<file path="src/lfd_pkg.sv">
// Shared types and constants for the log frame deserializer.
`timescale 1ns / 1ps

package lfd_pkg;

  // Frame layout limits
  localparam int NUM_FRAMES   = 3;
  localparam int MAX_VARS     = 24;

  // Field widths
  localparam int BYTE_W       = 8;
  localparam int COUNT_W      = 5;
  localparam int SIZES_W      = 48;
  localparam int WORD_W       = 32;
  localparam int POS_W        = 2;
  localparam int CFG_IDX_W    = 3;
  localparam int CFG_DATA_W   = 48;

  // Register map: index bit 0 picks count or sizes, upper bits pick the frame
  localparam int CFG_REGS     = 2 * NUM_FRAMES;
  localparam logic REG_KIND_COUNT = 1'b0;
  localparam logic REG_KIND_SIZES = 1'b1;

  localparam logic [BYTE_W-1:0] START_MARK = 8'hFF;
  localparam logic [POS_W-1:0]  TIME_LAST_POS = 2'd3;

  typedef enum logic [1:0] {
    PH_WAIT,
    PH_ID,
    PH_TIME,
    PH_VARS
  } phase_t;

  // Layout of the frame being parsed
  typedef struct packed {
    logic [COUNT_W-1:0] count;
    logic [SIZES_W-1:0] sizes;
  } frame_info_t;

  // One result from the parser
  typedef struct packed {
    logic               emit;
    logic               kind;
    logic [BYTE_W-1:0]  frame_number;
    logic [WORD_W-1:0]  frame_time;
    logic [COUNT_W-1:0] var_index;
    logic [WORD_W-1:0]  var_value;
    logic               frame_last;
  } result_t;

endpackage

</file>
<file path="src/log_frame_deserializer.sv">
// Top level of the log frame deserializer.
//
// Input channel: in_valid/in_ready carry one received byte (rx_data) with the
// logging_active flag. Each transfer advances the frame parser by one byte:
// start marker 0xFF, frame id, 4-byte timestamp, then the frame's variables
// as laid out in the frame count and sizes registers.
// Output channel: out_valid/out_ready carry one result per completed variable
// or per frame without variables, with frame_last marking the frame's end.
// A result is loaded into the output register by the transfer of the byte
// that completes it. Throughput: one byte per cycle while in_ready is high;
// the parser's next state is combinational and a single output register holds
// the result. in_ready is high while that register is empty or being emptied
// in the same cycle, so a stalled receiver holds off input only once a result waits.
// Configuration: cfg_we writes cfg_data to register cfg_index (count and
// sizes for each frame in turn); write only while the block is idle.
// Reset (rst, synchronous): parser waits for a start marker, all layout
// registers read zero and the output register is empty.
`timescale 1ns / 1ps

module log_frame_deserializer (
  input  logic                               clk,
  input  logic                               rst,
  input  logic                               cfg_we,
  input  logic [lfd_pkg::CFG_IDX_W-1:0]      cfg_index,
  input  logic [lfd_pkg::CFG_DATA_W-1:0]     cfg_data,
  input  logic                               in_valid,
  output logic                               in_ready,
  input  logic [lfd_pkg::BYTE_W-1:0]         rx_data,
  input  logic                               logging_active,
  output logic                               out_valid,
  input  logic                               out_ready,
  output logic                               kind,
  output logic [lfd_pkg::BYTE_W-1:0]         frame_number,
  output logic [lfd_pkg::WORD_W-1:0]         frame_time,
  output logic [lfd_pkg::COUNT_W-1:0]        var_index,
  output logic [lfd_pkg::WORD_W-1:0]         var_value,
  output logic                               frame_last
);

  lfd_pkg::frame_info_t         frame_info;
  lfd_pkg::result_t             result;
  logic [lfd_pkg::BYTE_W-1:0]   lookup_frame;
  logic                         step;

  assign in_ready = !out_valid || out_ready;
  assign step     = in_valid && in_ready;

  lfd_cfg_regs u_cfg (
    .clk          (clk),
    .rst          (rst),
    .cfg_we       (cfg_we),
    .cfg_index    (cfg_index),
    .cfg_data     (cfg_data),
    .lookup_frame (lookup_frame),
    .frame_info   (frame_info)
  );

  lfd_parser u_parser (
    .clk            (clk),
    .rst            (rst),
    .step           (step),
    .rx_data        (rx_data),
    .logging_active (logging_active),
    .frame_info     (frame_info),
    .lookup_frame   (lookup_frame),
    .result         (result)
  );

  // Output register: loads on a transfer that completes a result
  always_ff @(posedge clk) begin
    if (rst) begin
      out_valid <= 1'b0;
    end else if (step) begin
      out_valid <= result.emit;
    end else if (out_ready) begin
      out_valid <= 1'b0;
    end
  end

  always_ff @(posedge clk) begin
    if (step && result.emit) begin
      kind         <= result.kind;
      frame_number <= result.frame_number;
      frame_time   <= result.frame_time;
      var_index    <= result.var_index;
      var_value    <= result.var_value;
      frame_last   <= result.frame_last;
    end
  end

endmodule

</file>
<file path="src/lfd_cfg_regs.sv">
// Frame layout registers and per-frame layout lookup.
`timescale 1ns / 1ps

module lfd_cfg_regs (
  input  logic                               clk,
  input  logic                               rst,
  input  logic                               cfg_we,
  input  logic [lfd_pkg::CFG_IDX_W-1:0]      cfg_index,
  input  logic [lfd_pkg::CFG_DATA_W-1:0]     cfg_data,
  input  logic [lfd_pkg::BYTE_W-1:0]         lookup_frame,
  output lfd_pkg::frame_info_t               frame_info
);

  logic [lfd_pkg::COUNT_W-1:0] count_q [lfd_pkg::NUM_FRAMES];
  logic [lfd_pkg::SIZES_W-1:0] sizes_q [lfd_pkg::NUM_FRAMES];

  // Register writes; indexes past the map are dropped
  always_ff @(posedge clk) begin
    if (rst) begin
      for (int f = 0; f < lfd_pkg::NUM_FRAMES; f++) begin
        count_q[f] <= '0;
        sizes_q[f] <= '0;
      end
    end else if (cfg_we && (int'(cfg_index) < lfd_pkg::CFG_REGS)) begin
      for (int f = 0; f < lfd_pkg::NUM_FRAMES; f++) begin
        if (cfg_index[lfd_pkg::CFG_IDX_W-1:1] == (lfd_pkg::CFG_IDX_W-1)'(f)) begin
          if (cfg_index[0] == lfd_pkg::REG_KIND_COUNT)
            count_q[f] <= cfg_data[lfd_pkg::COUNT_W-1:0];
          if (cfg_index[0] == lfd_pkg::REG_KIND_SIZES)
            sizes_q[f] <= cfg_data[lfd_pkg::SIZES_W-1:0];
        end
      end
    end
  end

  // Layout lookup: unknown frames have no variables, counts saturate
  always_comb begin
    frame_info.count = '0;
    frame_info.sizes = '0;
    for (int f = 0; f < lfd_pkg::NUM_FRAMES; f++) begin
      if (lookup_frame == lfd_pkg::BYTE_W'(f)) begin
        frame_info.sizes = sizes_q[f];
        if (int'(count_q[f]) > lfd_pkg::MAX_VARS)
          frame_info.count = lfd_pkg::COUNT_W'(lfd_pkg::MAX_VARS);
        else
          frame_info.count = count_q[f];
      end
    end
  end

endmodule

</file>
<file path="src/lfd_parser.sv">
// Byte parser: start marker, frame id, timestamp and variable assembly.
`timescale 1ns / 1ps

module lfd_parser (
  input  logic                          clk,
  input  logic                          rst,
  input  logic                          step,
  input  logic [lfd_pkg::BYTE_W-1:0]    rx_data,
  input  logic                          logging_active,
  input  lfd_pkg::frame_info_t          frame_info,
  output logic [lfd_pkg::BYTE_W-1:0]    lookup_frame,
  output lfd_pkg::result_t              result
);

  lfd_pkg::phase_t              phase, phase_next;
  logic [lfd_pkg::POS_W-1:0]    pos, pos_next;
  logic [lfd_pkg::COUNT_W-1:0]  cur_var, cur_var_next;
  logic [lfd_pkg::BYTE_W-1:0]   cur_frame, cur_frame_next;
  logic [lfd_pkg::WORD_W-1:0]   time_acc, time_acc_next;
  logic [lfd_pkg::WORD_W-1:0]   value_acc, value_acc_next;

  logic [lfd_pkg::POS_W-1:0]    size_m1;
  logic [lfd_pkg::COUNT_W:0]    var_plus1;
  logic [lfd_pkg::WORD_W-1:0]   value_base;

  assign lookup_frame = cur_frame;

  // Byte size less one of the current variable; one byte beyond the layout
  always_comb begin
    size_m1 = '0;
    if (int'(cur_var) < lfd_pkg::SIZES_W / 2)
      size_m1 = frame_info.sizes[{cur_var, 1'b0} +: lfd_pkg::POS_W];
  end

  assign var_plus1  = {1'b0, cur_var} + 1'b1;
  assign value_base = (pos == '0) ? '0 : value_acc;

  // Next state and result for the byte on the input
  always_comb begin
    phase_next     = phase;
    pos_next       = pos;
    cur_var_next   = cur_var;
    cur_frame_next = cur_frame;
    time_acc_next  = time_acc;
    value_acc_next = value_acc;
    result         = '0;

    if (!logging_active) begin
      phase_next   = lfd_pkg::PH_WAIT;
      pos_next     = '0;
      cur_var_next = '0;
    end else begin
      case (phase)
        lfd_pkg::PH_WAIT: begin
          if (rx_data == lfd_pkg::START_MARK)
            phase_next = lfd_pkg::PH_ID;
        end
        lfd_pkg::PH_ID: begin
          cur_frame_next = rx_data;
          time_acc_next  = '0;
          pos_next       = '0;
          phase_next     = lfd_pkg::PH_TIME;
        end
        lfd_pkg::PH_TIME: begin
          time_acc_next = {time_acc[lfd_pkg::WORD_W-lfd_pkg::BYTE_W-1:0], rx_data};
          if (pos != lfd_pkg::TIME_LAST_POS) begin
            pos_next = pos + 1'b1;
          end else begin
            pos_next     = '0;
            cur_var_next = '0;
            if (frame_info.count == '0) begin
              // frame without variables ends at its timestamp
              phase_next          = lfd_pkg::PH_ID;
              result.emit         = 1'b1;
              result.kind         = 1'b1;
              result.frame_last   = 1'b1;
            end else begin
              phase_next = lfd_pkg::PH_VARS;
            end
          end
        end
        lfd_pkg::PH_VARS: begin
          value_acc_next = {value_base[lfd_pkg::WORD_W-lfd_pkg::BYTE_W-1:0], rx_data};
          if (pos < size_m1) begin
            pos_next = pos + 1'b1;
          end else begin
            pos_next         = '0;
            result.emit      = 1'b1;
            result.var_index = cur_var;
            result.var_value = value_acc_next;
            if (var_plus1 >= {1'b0, frame_info.count}) begin
              result.frame_last = 1'b1;
              phase_next        = lfd_pkg::PH_ID;
              cur_var_next      = '0;
            end else begin
              cur_var_next = var_plus1[lfd_pkg::COUNT_W-1:0];
            end
          end
        end
        default: begin
          phase_next = lfd_pkg::PH_WAIT;
        end
      endcase
    end

    result.frame_number = cur_frame_next;
    result.frame_time   = time_acc_next;
  end

  // State update on each transfer
  always_ff @(posedge clk) begin
    if (rst) begin
      phase     <= lfd_pkg::PH_WAIT;
      pos       <= '0;
      cur_var   <= '0;
      cur_frame <= '0;
      time_acc  <= '0;
      value_acc <= '0;
    end else if (step) begin
      phase     <= phase_next;
      pos       <= pos_next;
      cur_var   <= cur_var_next;
      cur_frame <= cur_frame_next;
      time_acc  <= time_acc_next;
      value_acc <= value_acc_next;
    end
  end

  // An empty-frame result always closes the frame with zero index and value
  a_empty_frame: assert property (@(posedge clk) disable iff (rst)
    (result.emit && result.kind) |->
      (result.frame_last && (result.var_index == '0) && (result.var_value == '0)))
    else $error("empty-frame result malformed");

  // Dropping logging returns the parser to waiting with counters cleared
  a_inactive: assert property (@(posedge clk) disable iff (rst)
    (step && !logging_active) |=>
      ((phase == lfd_pkg::PH_WAIT) && (pos == '0) && (cur_var == '0)))
    else $error("parser not cleared after logging stopped");

  // Between frames the byte and variable counters are idle
  a_idle_counters: assert property (@(posedge clk) disable iff (rst)
    ((phase == lfd_pkg::PH_WAIT) || (phase == lfd_pkg::PH_ID)) |->
      ((pos == '0) && (cur_var == '0)))
    else $error("counters not idle between frames");

  // Variable number stays inside the layout
  a_var_range: assert property (@(posedge clk) disable iff (rst)
    (phase == lfd_pkg::PH_VARS) |-> (int'(cur_var) < lfd_pkg::MAX_VARS))
    else $error("variable number out of range");

endmodule

</file>
<file path="config.mk">
export PLATFORM = sky130hd
export DESIGN_NAME = log_frame_deserializer
export DESIGN_NICKNAME = d
export VERILOG_FILES = /design/src/lfd_pkg.sv /design/src/log_frame_deserializer.sv /design/src/lfd_cfg_regs.sv /design/src/lfd_parser.sv
export SDC_FILE = /design/constraint.sdc
export NUM_CORES = 1
export LEC_CHECK = 0
export BUFFER_PORTS_ARGS = -buffer_cell sky130_fd_sc_hd__buf_2
export CAP_MARGIN = 40
export CORE_MARGIN = 5
export CORE_UTILIZATION = 55
export CTS_BUF_LIST = sky130_fd_sc_hd__clkbuf_4
export CTS_CLUSTER_DIAMETER = 200
export DETAILED_ROUTE_END_ITERATION = 12
export GPL_TIMING_DRIVEN = 0
export PLACE_DENSITY = 0.83
export SLEW_MARGIN = 10
export SYNTH_ARGS = -nofsm -noshare
export SYNTH_HDL_FRONTEND = slang
export SYNTH_SLANG_ARGS = --single-unit
export TNS_END_PERCENT = 30
</file>
<file path="constraint.sdc">
create_clock -name clk -period 5.4 [get_ports clk]
set_input_delay 0.81 -clock clk [delete_from_list [all_inputs] [get_ports clk]]
set_output_delay 0.81 -clock clk [all_outputs]
set_load 0.02 [all_outputs]
</file>
; ---- Yosys cells after proc, flatten, opt, wreduce, memory -nomap -nowiden
; Memory sizes are Yosys's and may differ from the RTL's.
; Index checks and enable logic that the tools add are counted.
[word_totals]
word_cells = 141
regBits = 153
input_bits = 65
out_inout_bits = 81
ram_bits = 159
memories = 2
[op_classes]
n_lt_le_gt_ge = 7
n_reduce_logical = 17
shifts = 1
n_mux = 75
eq_ne = 15
addsub = 2
bitwise = 9
[mem_list]
columns = memory, depth, word_bits, rd, rd_clocked_by_memory_dff, write_ports, line_no
row1 = u_cfg.sizes_q, 3, 48, 3, 0, 3, lfd_cfg_regs.sv:15  ; logic [lfd_pkg::SIZES_W-1:0] sizes_q [lfd_pkg::NUM_FRAMES];
row2 = u_cfg.count_q, 3, 5, 3, 0, 3, lfd_cfg_regs.sv:14  ; logic [lfd_pkg::COUNT_W-1:0] count_q [lfd_pkg::NUM_FRAMES];
[op_table]
columns = cell, count
row1 = $mux 53, 3
row2 = $mux 48, 3
row3 = $pmux 32 s2, 1
row4 = $mux 5, 10
row5 = $shiftx 48x7->2, 1
row6 = $mux 1, 36
row7 = $mux 32, 1
row8 = $mux 2, 13
row9 = $mux 24, 1
row10 = $mux 8, 2
row11 = $gt 5x5->1 const B, 3
row12 = $pmux 5 s2, 1
row13 = $eq 8x1->1 const B, 1
row14 = $eq 8x2->1 const B, 1
row15 = $eq 8x8->1 const B, 1
row16 = $logic_not 8->1, 1
row17 = $pmux 2 s4, 1
row18 = $add 5x1->6 const B, 1
row19 = $eq 2x2->1 const B, 3
row20 = $ge 6x5->1, 1
row21 = $logic_not 2->1, 3
row22 = $ne 3x2->1 const B, 2
row23 = $ne 3x3->1 const B, 2
row24 = $or 1x1->1, 6
row25 = 21 further kinds, 28

; ---- Depth between registers and ports, before layout
; Gate-level depths: netlist of the first run.
; An unclocked memory read counts as a cell.
[logic_depth]
ltp_word = 13
mapped_depth = 20
mapped_depth_nobuf = 17

; ---- Cells and area by module
; Synthesis of the first run repeated with hierarchy kept, for this count alone.
[unflattened]
hier_cells = 1100
hier_area_um2 = 13640.6
[by_module_without_submodules]
columns = mod, n_inst, seq_area_each_um2, area_each_um2, cells_each
row1 = lfd_cfg_regs, 1, 4774.6, 6802.8, 470
row2 = lfd_parser, 1, 1461.4, 4398.0, 545
row3 = log_frame_deserializer, 1, 2392.3, 2439.8, 85

; ---- Least setup slack after synthesis of the first run
; No wires, ideal clock.
[synth_path]
path_type = flip-flop to flip-flop
start = reg u_parser.cur_frame (netlist bit u_parser.lookup_frame[2])
end = reg frame_last, enable pin
slack_ps = -223
synth_period_minus_slack_ps = 5623
n_path_buf = 2
t_arrival_ps = 4834
path_stages_with_launch = 17
required_ps = 4611
setup_ps = 789
path_cell_list = dfxtp_1 > or4_4 > buf_6 > nor4_4 > buf_6 > a221oi_1 > nor4_1 > a21oi_1 > mux4_2 > o21a_1 > ha_1 > or2_2 > a41oi_1 > and4_1 > nor2_1 > nand2_1 > nand2_1
[synth_via]
elab_chain_len = 11
elab_cells_between_ends = 16
cone_classes = order compare (1) / eq/ne (2) / shift (1) / mux (9) / reduce/logical (3)
[synth_rtl]
columns = item, line_no
row1 = from (decl), lfd_parser.sv:18  ; logic [lfd_pkg::BYTE_W-1:0] cur_frame, cur_frame_next;
row2 = from (signal assigned), lfd_parser.sv:123  ; cur_frame <= cur_frame_next;
row3 = $logic_not 8->1, lfd_cfg_regs.sv:41  ; if (lookup_frame == lfd_pkg::BYTE_W'(f)) begin
row4 = $mux 53 (2 in series), lfd_cfg_regs.sv:41
row5 = $mux 53 (*), lfd_cfg_regs.sv:41
row6 = $shiftx 48x7->2, lfd_parser.sv:32  ; size_m1 = frame_info.sizes[{cur_var, 1'b0} +: lfd_pkg::POS_W];
row7 = $mux 2, lfd_parser.sv:31  ; if (int'(cur_var) < lfd_pkg::SIZES_W / 2)
row8 = $lt 2x2->1, lfd_parser.sv:84  ; if (pos < size_m1) begin
row9 = $mux 1, lfd_parser.sv:84
row10 = $pmux 1 s2 (*), lfd_parser.sv:53  ; case (phase)
row11 = $mux 2 (*), lfd_parser.sv:48  ; if (!logging_active) begin
row12 = $logic_and 1x1->1 (*), log_frame_deserializer.sv:81  ; if (step && result.emit) begin
row13 = to (signal assigned), log_frame_deserializer.sv:87  ; frame_last <= result.frame_last;
row14 = to (decl), log_frame_deserializer.sv:37  ; output logic frame_last
; Every way passes the cells marked *; elsewhere a longest branch is shown, timed or not.
; A chain may end at the register's enable or synchronous reset.

; ---- Final worst setup path of the first run
[layout_path]
start = reg u_parser.cur_frame (netlist bit u_parser.lookup_frame[2])
end = reg frame_time[13] (netlist name), enable pin
[layout_via]
elab_chain_len = 11
elab_cells_between_ends = 16
cone_classes = order compare (1) / eq/ne (2) / shift (1) / mux (9) / reduce/logical (3)
[layout_rtl]
columns = item, line_no
row1 = $logic_not 8->1, lfd_cfg_regs.sv:41
row2 = $mux 53 (2 in series), lfd_cfg_regs.sv:41
row3 = $mux 53 (*), lfd_cfg_regs.sv:41
row4 = $shiftx 48x7->2, lfd_parser.sv:32
row5 = $mux 2, lfd_parser.sv:31
row6 = $lt 2x2->1, lfd_parser.sv:84
row7 = $mux 1, lfd_parser.sv:84
row8 = $pmux 1 s2 (*), lfd_parser.sv:53
row9 = $mux 2 (*), lfd_parser.sv:48
row10 = $logic_and 1x1->1 (*), log_frame_deserializer.sv:81
row11 = to (signal assigned), log_frame_deserializer.sv:84  ; frame_time <= result.frame_time;
row12 = to (decl), log_frame_deserializer.sv:34  ; output logic [lfd_pkg::WORD_W-1:0] frame_time,
; Marked as above.

==> implementation parameters, run 1 <==
Parameter                              Value

Placement
  Inst Count DP    1524
  RePlAce Congestion    0.863
  Post-place instance area    14400 sq um
  Count of input and output buffers    144
  Half-perimeter wire length after detailed placement    21100 microns
  Post-place setup slack    0.201 ns

Routing
  Length of the first detailed-routing pass in iterations    5
  DRT Wirelength    30500 microns
  Iter 0 DRT Violations    801
  DRC Markers    0
  Avg Vias per Cell    5.60
  Final ANT Viol Nets    0
  Routed vias    9375
  Post-detailed-route wirelength per cell    18.2 microns

Die
  DIE AREA    27100 sq um
  Placeable Area    23500 sq um
  Width of the die    165 microns
  Die height    165 microns
  Starting density of the core    0.559
  Placement Rows    56
  I/O pins    146

Clock tree
  Cts hold-fix bufs    0
  Max clock buf depth    3
  Insertion delay to the later sink of the worst-skew pair    0.69 ns
  TritonCTS sink count    312
  Number of buffers created by CTS    78
  CTS tree    built
  Number of levels the H-tree was split into    3
  Clk slew on worst S/H paths    0.07 ns
  Clock Tree Root    clkbuf_4

Pwr
  Internal cell power    0.00379 W
  Worst IR Drop VDD    0.251 mV
  Sequential share of power    0.552
  Share of total power in combinational logic    0.040
  Overall power consumption    0.00487 W
  Clock power frac    0.409
  Power density over the cells    315 nW/um^2
  Net load switching power    0.00108 W
  Switching Fraction    0.222
  Static Leakage    5.51 nW

STA
  Fmax achieved    0.197 GHz
  Final setup skew    0.0517 ns
  Setup slack of the critical path after layout    0.335 ns
  Setup violators final    0
  Endpoints failing hold    0
  RSZ-0062 raised after global routing    false
  Sum of negative setup slack    0 ns
  Transition time of the tightest slew-check pin    0.756 ns
  Tightest slew margin relative to the limit    0.490
  Final critical-path share of the clock period    0.938
  Max-slew violation total from the final report    0
  Post-layout minimum cycle time    5.07 ns

Critical path
  Crit Path Category    reg -> reg
  Sequence of cells on the critical path    or4_4 -> buf_6 -> nor4_4 -> buf_2 -> a221oi_1 -> nor4_1 -> a21oi_1 -> mux4_2 -> o21a_1 -> ha_1 -> or2_2 -> a41oi_1 -> and4_1 -> nor2_1 -> nand2_1 -> nand2_4 -> buf_16
  Critical Path Source Type    flip-flop
  Required time of the critical path    5.79 ns
  Buffers plus inverters on the worst setup path    3
  Kind of capture point of the worst setup path    flip-flop
  Cell family with the largest share of critical-path delay    simple AND/OR/NAND/NOR gates
  Data arrival time at the worst-slack endpoint    5.46 ns
  Path length in cells of the critical path    17
  Peak per-stage delay on the critical path    0.56 ns
  Number of cell instances on the worst register-to-register path    17
  Max FO, Critical Path    65
  Worst path slowest cell    or4_4

Synth
  Syn avg cell area    12.5 sq um
  Share of synthesized registers carrying an async set or reset    0
  Number of warnings printed during yosys synthesis    0
  Seq cells post-synth    312
  Syn_nets    1131
  Total standard cell area after synthesis    13100 sq um
  Post-synthesis instance total    1053
  Seq/Total Area, Yosys    0.657
  Most used flip-flop cell after synthesis    edfxtp_1
  Number of synthesized flops with an enable pin    238
  Yosys cell types    69

Layout
  Fraction of final layout cells sized beyond drive strength 1    0.259
  Final nets    1367
  Final standard cell area without fillers    15500 sq um
  Highest-count cells in the layout ignoring fill and taps    edfxtp_1, nand2_1, buf_2
  Most common cell after layout, fill and taps aside    edfxtp_1
  Area overhead of the layout relative to synthesis    17.9%
  Non-filler instance count after layout    1674

GRT
  Vias in the first global route    9292
  Number of antenna violations at the first check in global routing    2
  Total Routing Usage GR    0.225
  Total congestion overflow after global routing    0
  Global-route wire length before repair    47600 microns
  Maximum number of pins on one net before global-route repair    66

Worst hold path
  Hold-critical path depth    3
  Class of the tightest hold or removal check    in -> reg

Outcome
  Outcome    complete, no violations

Flow run
  # Max-Cap Violations    0
## cell usage after synthesis, drive strengths merged (3+ instances only)
library cell,count,area share
a22oi,3,0.0017
o211ai,3,0.0017
nor2,14,0.0042
a31oi,7,0.0033
a221o,3,0.0023
or2,8,0.0040
and3,16,0.0076
nor3b,4,0.0023
nor3,9,0.0051
o21a,3,0.0018
a21o,3,0.0017
o22ai,7,0.0033
inv,15,0.0043
mux2,11,0.0094
dfxtp,74,0.11
nand3,41,0.016
mux2i,19,0.014
and2,82,0.039
buf,23,0.012
mux4,16,0.027
a21oi,83,0.032
nand2b,7,0.0033
nor2b,4,0.0019
a221oi,18,0.012
clkbuf,44,0.014
nand3b,19,0.011
nor4,10,0.0071
edfxtp,238,0.54
ha,13,0.012
nand2,208,0.059
o21ai,12,0.0046
o31ai,5,0.0032
a2111oi,3,0.0020
## area by class of cell
class | count | area (sq um)
antenna | 2 | 5.00
buffer | 67 | 343
clock buffer | 111 | 833
clock inverter | 33 | 186
fill | 1701 | 7990
inverter | 15 | 56.3
multi-input combinational | 659 | 4140
sequential | 312 | 8630
tap | 319 | 399
timing repair buffer | 156 | 885
## logic make-up (layout without fill, tap and decap cells)
kind of cell / count (synthesis) / count (layout) / synth area share
DFF: 312 / 312 / 0.657
xor gates and xnor gates: 3 / 3 / 0.00200
buffers and inverters: 82 / 382 / 0.0303
adders and majority gates: 13 / 13 / 0.0124
and+or+nand+nor: 432 / 432 / 0.167
muxes: 46 / 46 / 0.0514
other: 0 / 2 / 0
AOI/OAI and AO/OA: 165 / 165 / 0.0801
## path summary, 6_finish.rpt
kind | startpoint | to | slack [ns]
worst max-delay path | u_parser.lookup_frame[2]$_SDFFE_PP0P_ | frame_time[13]$_DFFE_PP_ | 0.33
worst min-delay path | rx_data[4] | u_parser.value_acc[4]$_SDFFE_PP0P_ | 0.42
worst max register to register | u_parser.lookup_frame[2]$_SDFFE_PP0P_ | frame_time[13]$_DFFE_PP_ | 0.33
worst min register to register | u_parser.value_acc[21]$_SDFFE_PP0P_ | u_parser.value_acc[21]$_SDFFE_PP0P_ | 0.45
## worst min-delay path: cells and delay by family
kind,cells,cell delay (ns)
AOI/OAI and AO/OA,1,0.05
buffers and inverters,1,0.13
and+or+nand+nor,1,0.06
## per-layer routing
layer  routed length (microns)  global-route usage  vias to the layer above  share of wire
li1                          -                   -                     4386              -
met1                     12100               0.290                     4440           0.40
met2                     14900               0.371                      472           0.49
met3                      2680              0.0497                       77          0.088
met4                       791              0.0964                        0          0.026
met5                         0                   0                        -              0
## power by group through the flow
stage	clock (W)	sequential [W]	combinational [W]
after detailed placement	0	0.00274	0.000190
final	0.00199	0.00269	0.000193
after global placement	0	0.00274	0.000171
after global routing	0.00216	0.00269	0.000209
after CTS	0.00202	0.00269	0.000192
after floorplan	0	0.00273	0.000106
## through the flow
| stage | hold slack [ns] | util |
|---|---|---|
| after global routing | 0.427 | 0.659 |
| after global placement | 0.437 | 0.607 |
| after CTS | 0.378 | 0.658 |
| after detailed placement | 0.444 | 0.614 |
| after floorplan | 0.427 | - |
| final | 0.419 | 0.659 |
## sequential cells by signal, indices dropped and copies added (netlist names)
register and count:
u_cfg.sizes_q 144, frame_time 32, u_parser.time_acc 32, var_value 32
u_parser.value_acc 24, u_cfg.count_q 15, frame_number 8, u_parser.lookup_frame 8
u_parser.cur_var 5, var_index 5, u_parser.phase 2, u_parser.pos 2
frame_last 1, kind 1, out_valid 1
## timing repair
action	4_1_cts	5_1_grt
endpoints found under the setup margin	0	65
gates resized for setup	0	2
setup buffers	0	4
No activity file was read; power rests on OpenSTA's default activity.
==> inputs of run 2 (changes only) <==
--- a/config.mk
+++ b/config.mk
@@ -8,12 +8,12 @@
 export BUFFER_PORTS_ARGS = -buffer_cell sky130_fd_sc_hd__buf_2
 export CAP_MARGIN = 40
 export CORE_MARGIN = 5
-export CORE_UTILIZATION = 55
+export CORE_UTILIZATION = 40
 export CTS_BUF_LIST = sky130_fd_sc_hd__clkbuf_4
 export CTS_CLUSTER_DIAMETER = 200
 export DETAILED_ROUTE_END_ITERATION = 12
 export GPL_TIMING_DRIVEN = 0
-export PLACE_DENSITY = 0.83
+export PLACE_DENSITY = 0.64
 export SLEW_MARGIN = 10
 export SYNTH_ARGS = -nofsm -noshare
 export SYNTH_HDL_FRONTEND = slang
==> run 2 against run 1 <==
Against the previous run:
- global-route usage decreased by 5.4 points
- first-iteration DRC count decreased by 12%
- routed wire length increased by 4.5%
- worst hold slack improved by 0.0017 ns
- sequential power about the same
- die area increased by 35%
- critical path type unchanged
- final cell count increased by 7.5%
- non-clock buffer count decreased by 3
==> implementation parameters, run 2 (synthesis results as in run 1) <==
Parameter                              Value

Clock tree
  Clock Tree Root    clkbuf_4
  Insertion delay to the later sink of the worst-skew pair    0.70 ns (about the same)
  Number of levels the H-tree was split into    3 (unchanged)
  CTS tree    built
  Max clock buf depth    3 (unchanged)
  TritonCTS sink count    312 (unchanged)
  Clk slew on worst S/H paths    0.07 ns (about the same)
  Number of buffers created by CTS    83 (+6.4%)

GRT
  Total congestion overflow after global routing    0 (unchanged)
  Maximum number of pins on one net before global-route repair    71 (+7.6%)
  Global-route wire length before repair    48600 microns (+2.2%)
  Total Routing Usage GR    0.172 (-0.0536)
  Vias in the first global route    9018 (-2.9%)
  Number of antenna violations at the first check in global routing    1 (-1)

STA
  Fmax achieved    0.192 GHz (-2.8%)
  Endpoints failing hold    0 (unchanged)
  Final critical-path share of the clock period    0.965 (+0.0269)
  Worst Hold Margin    0.420 ns (+0.00174 ns)
  Setup slack of the critical path after layout    0.189 ns (-0.145 ns)
  Final setup skew    0.0599 ns (+0.00816 ns)
  Setup violators final    0 (unchanged)
  RSZ-0062 raised after global routing    false
  Max-slew violation total from the final report    0 (unchanged)
  Tightest slew margin relative to the limit    0.462 (-0.0282)
  Post-layout minimum cycle time    5.21 ns (+0.145 ns)
  Transition time of the tightest slew-check pin    0.807 ns (+0.0503 ns)

Critical path
  Data arrival time at the worst-slack endpoint    5.59 ns (+0.13 ns)
  Buffers plus inverters on the worst setup path    3 (unchanged)
  Sequence of cells on the critical path    or4_4 -> buf_6 -> nor4_4 -> clkbuf_4 -> a221oi_1 -> nor4_1 -> a21oi_1 -> mux4_2 -> o21a_1 -> ha_1 -> or2_2 -> a41oi_1 -> and4_1 -> nor2_1 -> nand2_1 -> nand2_4 -> buf_16
  Cell family with the largest share of critical-path delay    simple AND/OR/NAND/NOR gates
  Crit Path Category    reg -> reg
  Kind of capture point of the worst setup path    flip-flop
  Required time of the critical path    5.78 ns (about the same)
  Max FO, Critical Path    70 (+7.7%)
  Critical Path Source Type    flip-flop
  Peak per-stage delay on the critical path    0.53 ns (-0.03 ns)
  Worst path slowest cell    or4_4

Die
  Placement Rows    66 (+18%)
  Width of the die    191 microns (+16%)
  Placeable Area    32500 sq um (+38%)
  I/O pins    146 (unchanged)
  Starting density of the core    0.405 (-0.155)
  DIE AREA    36600 sq um (+35%)
  Die height    191 microns (+16%)

Pwr
  Switching Fraction    0.218 (-0.00363)
  Share of total power in combinational logic    0.039 (about the same)
  Static Leakage    5.55 nW (+0.70%)
  Clock power frac    0.425 (+0.016)
  Internal cell power    0.00392 W (+3.4%)
  Worst IR Drop VDD    0.150 mV (-40%)
  Sequential share of power    0.536 (-0.016)
  Net load switching power    0.00110 W (+1.3%)
  Power density over the cells    319 nW/um^2 (+1.3%)

Routing
  Avg Vias per Cell    5.11 (-8.7%)
  Length of the first detailed-routing pass in iterations    5 (unchanged)
  Final ANT Viol Nets    0 (unchanged)
  Routed vias    9199 (-1.9%)
  DRC Markers    0 (unchanged)
  Iter 0 DRT Violations    706 (-12%)
  Post-detailed-route wirelength per cell    17.7 microns (-2.8%)
  DRT Wirelength    31900 microns (+4.5%)

Layout
  Final nets    1370 (+0.22%)
  Register with the highest flop count    u_cfg.sizes_q
  Final standard cell area without fillers    15700 sq um (+1.7%)
  Footprint of the flip-flops and latches    8630 sq um (unchanged)
  Highest-count cells in the layout ignoring fill and taps    edfxtp_1, nand2_1, buf_2
  Fraction of final layout cells sized beyond drive strength 1    0.263 (+0.00385)
  Largest register FFs    144 (unchanged)
  Area overhead of the layout relative to synthesis    19.8%
  Most common cell after layout, fill and taps aside    edfxtp_1
  Fillcell total    2956 (+74%)
  Total area of multi-input combinational cells    4160 sq um (+0.30%)

Placement
  Post-place setup slack    0.0595 ns (-0.141 ns)
  Half-perimeter wire length after detailed placement    22300 microns (+5.9%)
  RePlAce Congestion    0.854 (-1.1%)
  Count of input and output buffers    144 (unchanged)
  Post-place instance area    14600 sq um (+1.2%)

Worst hold path
  Class of the tightest hold or removal check    in -> reg

Flow run
  # Max-Cap Violations    0 (unchanged)

Outcome
  Outcome    complete, no violations
## run 2: cell count changes in the layout (fill, tap and decap cells not counted), sizes merged
cell | previous run | this run
bufinv | 2 | 3
buf | 179 | 175
nor4 | 10 | 11
clkinvlp | 0 | 1
diode | 2 | 1
clkinv | 29 | 22
clkbuf | 155 | 166
## run 2: repair_timing
action,4_1_cts,5_1_grt
buffers inserted,0,1
endpoints found under the setup margin,0,91
endpoints found under the hold margin,0,0
resized for setup,0,3
hold buffers,0,0
## run 2: worst paths after layout
| path | depth (start not counted) | startpoint | endpoint | slack, ns |
|---|---|---|---|---|
| max | 17 | u_parser.lookup_frame[3]$_SDFFE_PP0P_ | frame_time[28]$_DFFE_PP_ | 0.19 |
| min | 3 | rx_data[0] | u_parser.value_acc[0]$_SDFFE_PP0P_ | 0.42 |
| max reg2reg | 17 | u_parser.lookup_frame[3]$_SDFFE_PP0P_ | frame_time[28]$_DFFE_PP_ | 0.19 |
| min reg2reg | 2 | u_parser.value_acc[20]$_SDFFE_PP0P_ | u_parser.value_acc[20]$_SDFFE_PP0P_ | 0.45 |
## run 2: layout make-up
cell class | count | share of cell area
timing repair buffer | 153 | 0.0558
antenna | 1 | 0.000159
sequential | 312 | 0.548
multi-input combinational | 660 | 0.264
buffer | 67 | 0.0219
clock buffer | 121 | 0.0577
inverter | 15 | 0.00358
tap | 442 | 0.0351
clock inverter | 28 | 0.0133
## run 2: worst min-delay path, delay by kind of cell
kind / cells / cell delay (ns)
AND/OR/NAND/NOR: 1 / 0.07
buffers and inverters: 1 / 0.15
AO/OA/AOI/OAI: 1 / 0.05
## run 2: metrics by stage
step / TNS, ns / power [W] / instances / util
finish: 0 / 0.00501 / 1799 / 0.485
global route: 0 / 0.00523 / 1799 / 0.485
CTS: 0 / 0.00508 / 1796 / 0.484
detailed placement: 0 / 0.00293 / 1647 / 0.450
global placement: -256.63 / 0.00292 / 1639 / 0.444
floorplan: 0 / 0.00284 / 1053 / -
## run 2: per-layer routing
metal  share of wire  up-vias  global-route usage
met4           0.019        0              0.0610
met1            0.43     4387               0.228
met3           0.068       53              0.0329
met2            0.48      360               0.283
met5               0        -                   0
li1                -     4399                   -
## run 2: power by group through the flow
stage / registers, W / logic, W / clock network (W)
4_1_cts: 0.00269 / 0.000197 / 0.00219
2_1_floorplan: 0.00273 / 0.000106 / 0
5_1_grt: 0.00269 / 0.000213 / 0.00233
3_5_place_dp: 0.00274 / 0.000196 / 0
3_3_place_gp: 0.00274 / 0.000178 / 0
6_report: 0.00269 / 0.000195 / 0.00213
